===== config.mk =====
export PLATFORM = sky130hd
export DESIGN_NAME = min_max_column_decimator_unit
export DESIGN_NICKNAME = d
export VERILOG_FILES = /design/src/rtl/core/mmcd_pkg.sv /design/src/rtl/core/min_max_column_decimator_unit.sv /design/src/rtl/core/mmcd_boundary.sv /design/src/rtl/core/mmcd_extrema.sv
export SDC_FILE = /design/constraint.sdc
export NUM_CORES = 1
export LEC_CHECK = 0
export BUFFER_PORTS_ARGS = -buffer_cell sky130_fd_sc_hd__clkbuf_2
export CAP_MARGIN = 20
export CORE_MARGIN = 4
export CORE_UTILIZATION = 66
export DETAILED_ROUTE_END_ITERATION = 8
export PLACE_DENSITY = 0.88
export SLEW_MARGIN = 10
export SYNTH_ARGS = -nofsm -noshare
export SYNTH_HDL_FRONTEND = slang
export SYNTH_SLANG_ARGS = --single-unit
export TNS_END_PERCENT = 20

===== constraint.sdc =====
create_clock -name clk -period 17.6 [get_ports clk]
set_input_delay 1.76 -clock clk [delete_from_list [all_inputs] [get_ports clk]]
set_output_delay 1.76 -clock clk [all_outputs]
set_load 0.02 [all_outputs]

===== src/rtl/core/mmcd_pkg.sv =====
`timescale 1ns / 1ps

package mmcd_pkg;

    localparam int VALUE_WIDTH     = 24;
    localparam int POS_WIDTH       = 32;
    localparam int COUNT_WIDTH     = 24;
    localparam int PIXEL_WIDTH     = 13;
    localparam int COLUMN_WIDTH    = 12;
    localparam int REM_WIDTH       = COUNT_WIDTH + 1;
    localparam int CFG_INDEX_WIDTH = 2;
    localparam int CFG_DATA_WIDTH  = 24;

    localparam logic [COUNT_WIDTH-1:0] POINT_COUNT_RESET = 24'd4096;
    localparam logic [PIXEL_WIDTH-1:0] PIXEL_COUNT_RESET = 13'd1024;
    localparam logic [PIXEL_WIDTH-1:0] MAX_COLUMNS       = 13'd4096;

    localparam logic [CFG_INDEX_WIDTH-1:0] CFG_POINT_COUNT   = 2'd0;
    localparam logic [CFG_INDEX_WIDTH-1:0] CFG_PIXEL_COUNT   = 2'd1;
    localparam logic [CFG_INDEX_WIDTH-1:0] CFG_ENVELOPE_MODE = 2'd2;

    typedef struct packed {
        logic [POS_WIDTH-1:0]          sample_pos;
        logic signed [VALUE_WIDTH-1:0] sample_val;
    } in_item_t;

    typedef struct packed {
        logic [POS_WIDTH-1:0]          first_pos;
        logic signed [VALUE_WIDTH-1:0] first_val;
        logic [POS_WIDTH-1:0]          second_pos;
        logic signed [VALUE_WIDTH-1:0] second_val;
        logic [COLUMN_WIDTH-1:0]       column_index;
        logic                          frame_last;
    } out_item_t;

    typedef struct packed {
        logic                    close;
        logic                    last;
        logic [COLUMN_WIDTH-1:0] column_index;
    } bound_t;

    typedef struct packed {
        logic signed [VALUE_WIDTH-1:0] min_val;
        logic [POS_WIDTH-1:0]          min_pos;
        logic signed [VALUE_WIDTH-1:0] max_val;
        logic [POS_WIDTH-1:0]          max_pos;
    } extrema_t;

    // A point count of zero behaves as one.
    function automatic logic [COUNT_WIDTH-1:0] eff_points(input logic [COUNT_WIDTH-1:0] pc);
        return (pc == '0) ? COUNT_WIDTH'(1) : pc;
    endfunction

    // Column count clamped to 1..min(points, MAX_COLUMNS).
    function automatic logic [PIXEL_WIDTH-1:0] eff_columns(
        input logic [COUNT_WIDTH-1:0] n,
        input logic [PIXEL_WIDTH-1:0] pix
    );
        logic [PIXEL_WIDTH-1:0] p;
        p = (pix == '0) ? PIXEL_WIDTH'(1) : pix;
        if ({{(COUNT_WIDTH-PIXEL_WIDTH){1'b0}}, p} > n)
        begin
            p = n[PIXEL_WIDTH-1:0];
        end
        if (p > MAX_COLUMNS)
        begin
            p = MAX_COLUMNS;
        end
        return p;
    endfunction

endpackage


===== src/rtl/core/min_max_column_decimator_unit.sv =====
`timescale 1ns / 1ps

// Min/max column decimator. Samples of a frame arrive as requests on the
// in_valid/in_ready channel; each closed column leaves as one request on the
// out_valid/out_ready channel carrying the column's minimum and maximum points
// (ordered by position) or, in envelope mode, the mid position with both values.
// A request is taken into an input register, then processed by the
// compare-and-update logic and the column boundary counter; the result of
// a closing sample lands in an output register. One sample can be accepted
// every cycle while no closing sample is held back by a stalled receiver;
// the update of the running extremes and boundary remainder in each step sets that rate.
// When the receiver stalls, the output register holds its result and samples
// that do not close a column keep flowing; a closing sample waits in the input
// register, and in_ready drops once both registers are full.
// Reset sets 4096 points, 1024 columns and order mode, and starts a new frame.
// Writes to point_count or pixel_count restart the frame; write them only while
// the block is idle.
module min_max_column_decimator_unit (
    input  logic                                   clk,
    input  logic                                   rst_n,
    input  logic                                   in_valid,
    output logic                                   in_ready,
    input  mmcd_pkg::in_item_t                     in_item,
    output logic                                   out_valid,
    input  logic                                   out_ready,
    output mmcd_pkg::out_item_t                    out_item,
    input  logic                                   cfg_we,
    input  logic [mmcd_pkg::CFG_INDEX_WIDTH-1:0]   cfg_index,
    input  logic [mmcd_pkg::CFG_DATA_WIDTH-1:0]    cfg_data
);

    logic [mmcd_pkg::COUNT_WIDTH-1:0] point_count_reg, point_count_next;
    logic [mmcd_pkg::PIXEL_WIDTH-1:0] pixel_count_reg, pixel_count_next;
    logic                             envelope_mode_reg, envelope_mode_next;

    logic                             in_valid_reg;
    mmcd_pkg::in_item_t               in_item_reg;
    logic                             out_valid_reg;
    mmcd_pkg::out_item_t              out_item_reg, out_item_next;

    logic [mmcd_pkg::COUNT_WIDTH-1:0] n, n_next;
    logic [mmcd_pkg::PIXEL_WIDTH-1:0] p;
    logic                             restart;
    logic                             step;
    mmcd_pkg::bound_t                 bound;
    mmcd_pkg::extrema_t               cur;
    logic [mmcd_pkg::POS_WIDTH:0]     mid_sum;
    logic [mmcd_pkg::POS_WIDTH-1:0]   mid_pos;

    always_comb
    begin
        point_count_next   = point_count_reg;
        pixel_count_next   = pixel_count_reg;
        envelope_mode_next = envelope_mode_reg;
        if (cfg_we)
        begin
            if (cfg_index == mmcd_pkg::CFG_POINT_COUNT)
            begin
                point_count_next = cfg_data[mmcd_pkg::COUNT_WIDTH-1:0];
            end
            else if (cfg_index == mmcd_pkg::CFG_PIXEL_COUNT)
            begin
                pixel_count_next = cfg_data[mmcd_pkg::PIXEL_WIDTH-1:0];
            end
            else if (cfg_index == mmcd_pkg::CFG_ENVELOPE_MODE)
            begin
                envelope_mode_next = cfg_data[0];
            end
        end
    end

    assign restart = cfg_we && ((cfg_index == mmcd_pkg::CFG_POINT_COUNT) ||
                                (cfg_index == mmcd_pkg::CFG_PIXEL_COUNT));
    assign n       = mmcd_pkg::eff_points(point_count_reg);
    assign n_next  = mmcd_pkg::eff_points(point_count_next);
    assign p       = mmcd_pkg::eff_columns(n, pixel_count_reg);

    assign step     = in_valid_reg && (!bound.close || !out_valid_reg || out_ready);
    assign in_ready = !in_valid_reg || step;

    mmcd_boundary u_boundary (
        .clk     (clk),
        .rst_n   (rst_n),
        .step    (step),
        .restart (restart),
        .n       (n),
        .n_next  (n_next),
        .p       (p),
        .bound   (bound)
    );

    mmcd_extrema u_extrema (
        .clk     (clk),
        .rst_n   (rst_n),
        .step    (step),
        .close   (bound.close),
        .restart (restart),
        .sample  (in_item_reg),
        .cur     (cur)
    );

    assign mid_sum = {1'b0, cur.min_pos} + {1'b0, cur.max_pos};
    assign mid_pos = mid_sum[mmcd_pkg::POS_WIDTH:1];

    always_comb
    begin
        out_item_next.column_index = bound.column_index;
        out_item_next.frame_last   = bound.last;
        if (envelope_mode_reg)
        begin
            out_item_next.first_pos  = mid_pos;
            out_item_next.first_val  = cur.min_val;
            out_item_next.second_pos = mid_pos;
            out_item_next.second_val = cur.max_val;
        end
        else if (cur.min_pos < cur.max_pos)
        begin
            out_item_next.first_pos  = cur.min_pos;
            out_item_next.first_val  = cur.min_val;
            out_item_next.second_pos = cur.max_pos;
            out_item_next.second_val = cur.max_val;
        end
        else
        begin
            out_item_next.first_pos  = cur.max_pos;
            out_item_next.first_val  = cur.max_val;
            out_item_next.second_pos = cur.min_pos;
            out_item_next.second_val = cur.min_val;
        end
    end

    always_ff @(posedge clk or negedge rst_n)
    begin
        if (!rst_n)
        begin
            point_count_reg   <= mmcd_pkg::POINT_COUNT_RESET;
            pixel_count_reg   <= mmcd_pkg::PIXEL_COUNT_RESET;
            envelope_mode_reg <= 1'b0;
            in_valid_reg      <= 1'b0;
            out_valid_reg     <= 1'b0;
        end
        else
        begin
            point_count_reg   <= point_count_next;
            pixel_count_reg   <= pixel_count_next;
            envelope_mode_reg <= envelope_mode_next;
            if (in_ready)
            begin
                in_valid_reg <= in_valid;
            end
            if (step && bound.close)
            begin
                out_valid_reg <= 1'b1;
            end
            else if (out_ready)
            begin
                out_valid_reg <= 1'b0;
            end
        end
    end

    always_ff @(posedge clk)
    begin
        if (in_valid && in_ready)
        begin
            in_item_reg <= in_item;
        end
        if (step && bound.close)
        begin
            out_item_reg <= out_item_next;
        end
    end

    assign out_valid = out_valid_reg;
    assign out_item  = out_item_reg;

    a_ready_when_empty: assert property (@(posedge clk) disable iff (!rst_n)
        !out_valid_reg |-> in_ready)
        else $error("input stalled while the output register is empty");

    a_column_in_range: assert property (@(posedge clk) disable iff (!rst_n)
        {1'b0, bound.column_index} < p)
        else $error("column counter beyond the effective column count");

    a_frame_restart: assert property (@(posedge clk) disable iff (!rst_n)
        step && bound.last |=> bound.column_index == '0)
        else $error("column counter not cleared after the frame end");

    a_result_held: assert property (@(posedge clk) disable iff (!rst_n)
        out_valid_reg && !out_ready |=> out_valid_reg && $stable(out_item_reg))
        else $error("stalled result changed or dropped");

endmodule


===== src/rtl/core/mmcd_boundary.sv =====
`timescale 1ns / 1ps

module mmcd_boundary (
    input  logic                                 clk,
    input  logic                                 rst_n,
    input  logic                                 step,
    input  logic                                 restart,
    input  logic [mmcd_pkg::COUNT_WIDTH-1:0]     n,
    input  logic [mmcd_pkg::COUNT_WIDTH-1:0]     n_next,
    input  logic [mmcd_pkg::PIXEL_WIDTH-1:0]     p,
    output mmcd_pkg::bound_t                     bound
);

    logic [mmcd_pkg::COUNT_WIDTH-1:0]  sample_cnt_reg, sample_cnt_next;
    logic [mmcd_pkg::COLUMN_WIDTH-1:0] column_cnt_reg, column_cnt_next;
    logic [mmcd_pkg::REM_WIDTH-1:0]    rem_reg, rem_next;
    logic [mmcd_pkg::REM_WIDTH-1:0]    rem_sub;
    logic [mmcd_pkg::REM_WIDTH-1:0]    p_wide;
    logic [mmcd_pkg::REM_WIDTH-1:0]    sample_inc;
    logic [mmcd_pkg::PIXEL_WIDTH-1:0]  column_inc;
    logic                              last;
    logic                              close;

    assign p_wide     = mmcd_pkg::REM_WIDTH'(p);
    assign rem_sub    = (rem_reg >= p_wide) ? (rem_reg - p_wide) : '0;
    assign sample_inc = {1'b0, sample_cnt_reg} + mmcd_pkg::REM_WIDTH'(1);
    assign column_inc = {1'b0, column_cnt_reg} + mmcd_pkg::PIXEL_WIDTH'(1);
    assign last       = sample_inc >= {1'b0, n};
    assign close      = last || ((rem_sub < p_wide) && (column_inc < p));

    assign bound.close        = close;
    assign bound.last         = last;
    assign bound.column_index = column_cnt_reg;

    always_comb
    begin
        sample_cnt_next = sample_cnt_reg;
        column_cnt_next = column_cnt_reg;
        rem_next        = rem_reg;
        if (restart || (step && last))
        begin
            sample_cnt_next = '0;
            column_cnt_next = '0;
            rem_next        = {1'b0, n_next};
        end
        else if (step)
        begin
            sample_cnt_next = sample_inc[mmcd_pkg::COUNT_WIDTH-1:0];
            if (close)
            begin
                column_cnt_next = column_inc[mmcd_pkg::COLUMN_WIDTH-1:0];
                rem_next        = rem_sub + {1'b0, n};
            end
            else
            begin
                rem_next = rem_sub;
            end
        end
    end

    always_ff @(posedge clk or negedge rst_n)
    begin
        if (!rst_n)
        begin
            sample_cnt_reg <= '0;
            column_cnt_reg <= '0;
            rem_reg        <= {1'b0, mmcd_pkg::POINT_COUNT_RESET};
        end
        else
        begin
            sample_cnt_reg <= sample_cnt_next;
            column_cnt_reg <= column_cnt_next;
            rem_reg        <= rem_next;
        end
    end

endmodule


===== src/rtl/core/mmcd_extrema.sv =====
`timescale 1ns / 1ps

module mmcd_extrema (
    input  logic                  clk,
    input  logic                  rst_n,
    input  logic                  step,
    input  logic                  close,
    input  logic                  restart,
    input  mmcd_pkg::in_item_t    sample,
    output mmcd_pkg::extrema_t    cur
);

    mmcd_pkg::extrema_t ext_reg;
    logic               open_reg, open_next;

    // A sample equal to the current extreme leaves the earlier one in place.
    always_comb
    begin
        cur = ext_reg;
        if (!open_reg)
        begin
            cur.min_val = sample.sample_val;
            cur.min_pos = sample.sample_pos;
            cur.max_val = sample.sample_val;
            cur.max_pos = sample.sample_pos;
        end
        else
        begin
            if (sample.sample_val < ext_reg.min_val)
            begin
                cur.min_val = sample.sample_val;
                cur.min_pos = sample.sample_pos;
            end
            if (sample.sample_val > ext_reg.max_val)
            begin
                cur.max_val = sample.sample_val;
                cur.max_pos = sample.sample_pos;
            end
        end
    end

    always_comb
    begin
        open_next = open_reg;
        if (restart)
        begin
            open_next = 1'b0;
        end
        else if (step)
        begin
            open_next = !close;
        end
    end

    always_ff @(posedge clk or negedge rst_n)
    begin
        if (!rst_n)
        begin
            open_reg <= 1'b0;
        end
        else
        begin
            open_reg <= open_next;
        end
    end

    always_ff @(posedge clk)
    begin
        if (step)
        begin
            ext_reg <= cur;
        end
    end

endmodule


[Yosys cells after proc, flatten, opt, wreduce, memory -nomap -nowiden]
Index checks and enable logic that the tools add are counted.
Word-level totals
  logic and storage cells: 90
  bits in latches: 0
  input port bits: 87
  bits in writable memories: 0
  ROM bits: 0
  output and inout port bits: 127
  memories kept: 0
  bits in registers: 395
Cells by class
  reduce and logical (&&, ||, !) cells: 26
  div/mod/pow operators: 0
  shifts and indexed selects: 0
  bitwise logic cells: 2
  equal/unequal tests: 2
  add/sub/neg operators: 5
  muxes and demuxes: 25
  $mul: 0
  $lt $le $gt $ge: 9
Operator list (count)
  $mux 112: 3
  $mux 24: 6
  $mux 56: 2
  $mux 25: 4
  $logic_not 24->1: 2
  $mux 13: 3
  $mux 12: 3
  $add 32x32->33: 1
  $lt 32x32->1: 1
  $add 24x1->25 const B: 1
  $add 25x24->25: 1
  $ge 25x13->1: 1
  $ge 25x24->1: 1
  $lt 25x13->1: 1
  $sub 25x13->25: 1
  $gt 13x24->1: 1
  $gt 24x24->1: 1
  $lt 24x24->1: 1
  $add 12x1->13 const B: 1
  $gt 13x13->1 const B: 1
  $logic_not 13->1: 1
  $lt 13x13->1: 1
  $reduce_bool 2->1: 4
  $logic_and 1x1->1: 6
  other kinds (10): 21

[Logic depth before layout (Yosys ltp)]
  word-level depth: 19
  gate-level depth with buffers: 40
  mapped depth without buffers: 38

[Modules after synthesis]
Synthesis repeated with hierarchy kept, for this count alone.
Unflattened totals
  cells, all modules: 2314
  area, all modules: 25582.0 µm²
Modules (own cells, without submodules)
  min_max_column_decimator_unit: times used 1, seq. area each 6438.7 µm², cells an instance 1089, area each 12555.8 µm²
  mmcd_boundary: times used 1, seq. area each 1527.7 µm², cells an instance 814, area each 6730.2 µm²
  mmcd_extrema: times used 1, seq. area each 3388.2 µm², cells an instance 411, area each 6296.0 µm²

[Worst setup path after synthesis]
Ideal clock, no wire load.
  path type: register to register
  from: reg point_count_reg[16] (netlist name)
  to: reg out_item_reg, in the netlist out_item[0] (enable)
  clock period less this slack: 9.790 ns
  buffers on the path: 2
  setup time: 0.478 ns
  arrival time: 9.312 ns
  data required time: 17.122 ns
  slack: 7.810 ns
  stages on the path, launching flop included: 33
  cells stage by stage: dfrtp_1 > nor4_1 > nand3_1 > o31ai_1 > ha_1 > nor2b_1 > o21a_1 > o21a_1 > o21ai_0 > a21oi_1 > o31ai_2 > clkbuf_1 > a21oi_1 > or2_2 > ha_1 > nand4_1 > or4_1 > nor3_1 > nor3b_1 > nand2b_1 > nor2_1 > clkbuf_1 > nor3_1 > ha_1 > a21o_1 > a21o_1 > a21oi_1 > a21o_1 > a21o_1 > a31oi_1 > nor3_2 > o21ai_0 > inv_1
Between the ends
  word-level cells in the longest chain between the ends: 16
  elaborated cells on any way between the ends: 19
  classes of those cells: add/sub: 1; order compare: 6; mux: 4; reduce/logical: 8
RTL lines
  start, declared: RTL line min_max_column_decimator_unit.sv:32  | logic [mmcd_pkg::COUNT_WIDTH-1:0] point_count_reg, point_count_next;
  start signal, assigned: RTL line min_max_column_decimator_unit.sv:136  | point_count_reg <= mmcd_pkg::POINT_COUNT_RESET;
  start signal, assigned: RTL line min_max_column_decimator_unit.sv:144  | point_count_reg <= point_count_next;
  $logic_not 24->1: RTL line mmcd_pkg.sv:51  | return (pc == '0) ? COUNT_WIDTH'(1) : pc;
  $mux 24 (*): RTL line mmcd_pkg.sv:51
  $gt 13x24->1: RTL line mmcd_pkg.sv:61  | if ({{(COUNT_WIDTH-PIXEL_WIDTH){1'b0}}, p} > n)
  $mux 13: RTL line mmcd_pkg.sv:61
  $gt 13x13->1: RTL line mmcd_pkg.sv:65  | if (p > MAX_COLUMNS)
  $mux 13: RTL line mmcd_pkg.sv:65
  $sub 25x13->25 / $ge 25x13->1 (equally long branches): RTL line mmcd_boundary.sv:25  | assign rem_sub = (rem_reg >= p_wide) ? (rem_reg - p_wide) : '0;
  $mux 25: RTL line mmcd_boundary.sv:25
  $lt 25x13->1: RTL line mmcd_boundary.sv:29  | assign close = last || ((rem_sub < p_wide) && (column_inc < p));
  $logic_and 1x1->1: RTL line mmcd_boundary.sv:29
  $logic_or 1x1->1 (*): RTL line mmcd_boundary.sv:29
  $logic_not 1->1: RTL line min_max_column_decimator_unit.sv:78  | assign step = in_valid_reg && (!bound.close || !out_valid_reg || out_ready);
  $logic_or 1x1->1 (2 in a row): RTL line min_max_column_decimator_unit.sv:78
  $logic_and 1x1->1: RTL line min_max_column_decimator_unit.sv:78
  $logic_and 1x1->1 (*): RTL line min_max_column_decimator_unit.sv:168  | if (step && bound.close)
  end signal, assigned: RTL line min_max_column_decimator_unit.sv:170  | out_item_reg <= out_item_next;
  end, declared: RTL line min_max_column_decimator_unit.sv:39  | mmcd_pkg::out_item_t out_item_reg, out_item_next;
Mark *: on every way between the ends. The rest lies on a longest branch, timed or not.
A chain may end at the register's enable or synchronous reset.

[Worst setup path in the final report]
  from: reg point_count_reg[13] (netlist name)
  to: out in_ready
Between the ends
  word-level cells in the longest chain between the ends: 16
  elaborated cells on any way between the ends: 19
  classes of those cells: add/sub: 1; order compare: 6; mux: 4; reduce/logical: 8
RTL lines
  $logic_not 24->1: RTL line mmcd_pkg.sv:51
  $mux 24 (*): RTL line mmcd_pkg.sv:51
  $gt 13x24->1: RTL line mmcd_pkg.sv:61
  $mux 13: RTL line mmcd_pkg.sv:61
  $gt 13x13->1: RTL line mmcd_pkg.sv:65
  $mux 13: RTL line mmcd_pkg.sv:65
  $sub 25x13->25 / $ge 25x13->1 (equally long branches): RTL line mmcd_boundary.sv:25
  $mux 25: RTL line mmcd_boundary.sv:25
  $lt 25x13->1: RTL line mmcd_boundary.sv:29
  $logic_and 1x1->1: RTL line mmcd_boundary.sv:29
  $logic_or 1x1->1 (*): RTL line mmcd_boundary.sv:29
  $logic_not 1->1 (*): RTL line min_max_column_decimator_unit.sv:78
  $logic_or 1x1->1 (*) (2 in a row): RTL line min_max_column_decimator_unit.sv:78
  $logic_and 1x1->1 (*): RTL line min_max_column_decimator_unit.sv:78
  $logic_or 1x1->1 (*): RTL line min_max_column_decimator_unit.sv:79  | assign in_ready = !in_valid_reg || step;
  end, declared: RTL line min_max_column_decimator_unit.sv:22  | output logic in_ready,
Marks and branches as above.

==> qor.csv <==
stage;metric;value;unit
run_status;outcome;finished clean;
cells_and_area;# fillers;2521;
floorplan;core region area;0.03679;mm^2
yosys;post-synthesis sequential area ratio;45.98;%
cells_and_area;synth-to-layout area growth;10.75;%
global_route;largest net degree at the start of global routing;104;
route;number of remaining DRC errors;0;
sta;Worst-Margin Slew;1131;ps
sta;clock skew;35.23;ps
place;estimated wirelength of the detail-placed design;48.11;mm
setup_path;CP Class;register to primary output;
setup_path;Critical Path AT;9440;ps
power;Total Power;4420;uW
floorplan;IO Pins;214;
sta;fin crit period;11200;ps
setup_path;CP startpoint kind;register;
global_route;vias in the first global route;19640;
sta;RSZ-0062 raised after global routing;false;
setup_path;most used cell, CP;a21oi_1;
sta;# setup viols final;0;
yosys;area of the mapped netlist;0.02470;mm^2
global_route;Overall Global Routing Usage;32.76;%
clock_network;hold buffer count at cts;0;
yosys;Mean Syn Cell Area;9.994;um^2
power;PD cells;161.6;mW/mm^2
setup_path;Crit. End Element;primary output;
setup_path;CP max stage delay;590;ps
power;Pleak;0.01249;uW
place;GP Congestion;0.9649;
cells_and_area;n_diodes;0;
floorplan;Vert. Die Dim;201.4;um
place;Post-Place Setup Slack;7093;ps
global_route;first-pass GRT wire length;107.0;mm
sta;Final Max Slew Viols;0;
sta;fmax;89.25;MHz
clock_network;clock sink count;395;
yosys;Post-synth EDFFs;293;
worst_hold_path;hold path cells;1;
setup_path;Worst Path Max Fanout;37;
route;wire length per cell;21.93;um
yosys;main flop type after synthesis;edfxtp_1;
clock_network;Setup Buffers After CTS;0;
cells_and_area;share of layout cells above drive strength 1;13.39;%
yosys;register bit total from synthesis;395;
route;Iteration-0 DRC Markers;1990;
floorplan;DIE WIDTH;201.4;um
global_route;initial antenna violation count;4;
clock_network;worst skew pair latency;590;ps
floorplan;Initial Util;67.14;%
clock_network;CTS buffer count;42;
clock_network;CTS tree;done;
cells_and_area;Multi-input gate area;0.01184;mm^2
global_route;grt total ovfl;0;
sta;fin crit share;63.66;%
setup_path;crit path max-delay cell type;o31ai_1;
setup_path;Worst R2R Setup Slack;7100;ps
floorplan;die area;0.04058;mm^2
floorplan;Row Count;70;
cells_and_area;nets;2911;
clock_network;H-tree lvl count;2;
clock_network;maximum clock insertion buffer count;3;
route;vias post-DR;19830;
sta;Hold Vio Cnt, Final;0;
yosys;FFs w/ async S/R, synth;25.82;%
sta;setup TNS;0;ps
run;max_cap viols;0;
cells_and_area;FF/Latch Area;0.01136;mm^2
route;TritonRoute pass-1 iters;8;
route;Routed Antenna Nets;0;
clock_network;post-cts sizing count;0;
yosys;Net Count, Synth;2770;
place;Port-buffer cells;213;
worst_hold_path;Hold Path Class;register to register;
clock_network;Clock transition at path regs;60;ps
setup_path;Worst EP required;15840;ps
yosys;Synthesis Warnings;0;
yosys;synthesized instance count;2471;
power;VDD IR max;0.00009820;V
place;placed cell area;0.02595;mm^2
cells_and_area;max FFs per register;125;
setup_path;Worst R2R Path Depth;36;
route;Routed Wire Length;68.25;mm
yosys;synth unique cells;75;
route;Vias/cell;6.373;
sta;setup ws final;6395;ps
cells_and_area;Final Core Density;74.35;%
clock_network;Root Driver;clkbuf_16;
sta;Slew headroom;23.80;%
cells_and_area;cell area after layout;0.02735;mm^2
[per-stage QoR]
stage	std cells	hold WS (ps)
floorplan	2471	456.3
global placement	3034	487.2
detailed placement	3034	499.7
CTS	3110	513.5
global route	3112	513.3
finish	3112	513.5
[worst max-delay path, delay by kind of cell, from the launching register on]
kind                       cells  cell delay (ps)
and+or+nand+nor               11             2410
AOI/OAI and AO/OA             18             3900
adders and majority gates      3              920
buffers and inverters          4             1210
DFF                            1              410
[report_power, final]
part / switching, uW / leakage [uW] / internal (uW)
clock: 389 / 0.000657 / 506
combinational: 1380 / 0.00776 / 860
sequential: 87.3 / 0.00407 / 1200
total: 1860 / 0.0125 / 2560
[area by class of cell]
cell class | instances | share of cell area (%)
Timing Repair Buffer | 231 | 4.474
Inverter | 260 | 3.577
Multi-Input combinational cell | 1682 | 43.28
Sequential cell | 395 | 41.53
Clock inverter | 22 | 0.8463
Tap cell | 468 | 2.141
Clock buffer | 54 | 4.154
[cells in the mapped netlist, drive strengths merged, types with 20 or more instances]
cell type / count / area, um^2
edfxtp: 293 / 8798
inv: 260 / 975.9
a21oi: 228 / 1141
ha: 209 / 2615
nor2: 179 / 671.9
mux2i: 169 / 1692
o21ai: 156 / 780.8
nand2: 124 / 465.5
dfrtp: 99 / 2477
clkbuf: 98 / 369.1
nor3: 89 / 450.4
nand3: 64 / 320.3
xnor2: 61 / 534.3
a21o: 39 / 292.8
buf: 36 / 202.7
nand4: 29 / 181.4
o21a: 27 / 202.7
and3: 25 / 156.4
xor2: 25 / 219.0
nor2b: 21 / 131.4
mux2: 20 / 225.2
[layout by cell type, fill, tap and decap left out, types with 7 or more instances in the layout]
| master | Yosys | final |
|---|---|---|
| edfxtp_1 | 293 | 293 |
| inv_1 | 260 | 259 |
| a21oi_1 | 228 | 228 |
| clkbuf_2 | 1 | 212 |
| ha_1 | 209 | 209 |
| nor2_1 | 179 | 177 |
| mux2i_1 | 169 | 169 |
| o21ai_0 | 133 | 133 |
| nand2_1 | 124 | 123 |
| dfrtp_1 | 99 | 98 |
| nor3_1 | 88 | 88 |
| nand3_1 | 64 | 63 |
| xnor2_1 | 61 | 61 |
| clkbuf_16 | 0 | 42 |
| a21o_1 | 39 | 39 |
| nand4_1 | 29 | 29 |
| o21a_1 | 27 | 26 |
| xor2_1 | 25 | 25 |
| and3_1 | 25 | 24 |
| o21ai_1 | 23 | 23 |
| nor2b_1 | 21 | 21 |
| mux2_2 | 20 | 20 |
| a211oi_1 | 18 | 18 |
| buf_4 | 5 | 18 |
| nor4_1 | 17 | 17 |
| nand2b_1 | 15 | 15 |
| or3_1 | 13 | 13 |
| o21bai_1 | 13 | 13 |
| or2_2 | 12 | 12 |
| o31ai_1 | 9 | 9 |
| a31oi_1 | 8 | 8 |
| or4_1 | 8 | 8 |
| clkbuf_1 | 97 | 8 |
| nand3b_1 | 7 | 7 |
[worst paths after layout]
path	from	end
max	point_count_reg[13]	in_ready
min	u_boundary.rem_reg[11]	u_boundary.rem_reg[11]
max reg2reg	point_count_reg[13]	out_item[45]
min reg2reg	u_boundary.rem_reg[11]	u_boundary.rem_reg[11]
max in group asynchronous	rst_n	envelope_mode_reg
min in group asynchronous	rst_n	u_boundary.rem_reg[10]
[kinds of logic (layout without fill, tap and decap cells)]
kind of cell,count (synthesis),count (layout),synth area share (%)
and+or+nand+nor,620,620,12.06
xor gates and xnor gates,86,86,3.050
buffers and inverters,394,567,6.267
adders and majority gates,212,212,10.83
DFF,395,395,45.98
AOI/OAI and AO/OA,575,575,14.05
muxes,189,189,7.762
[metal layers]
layer | track usage [%] | share of wire, %
met5 | 0 | 0.069
met4 | 11.89 | 3.5
met3 | 5.109 | 8.0
met2 | 53.57 | 47
met1 | 44.84 | 41
Power figures use the tool's default switching activity.
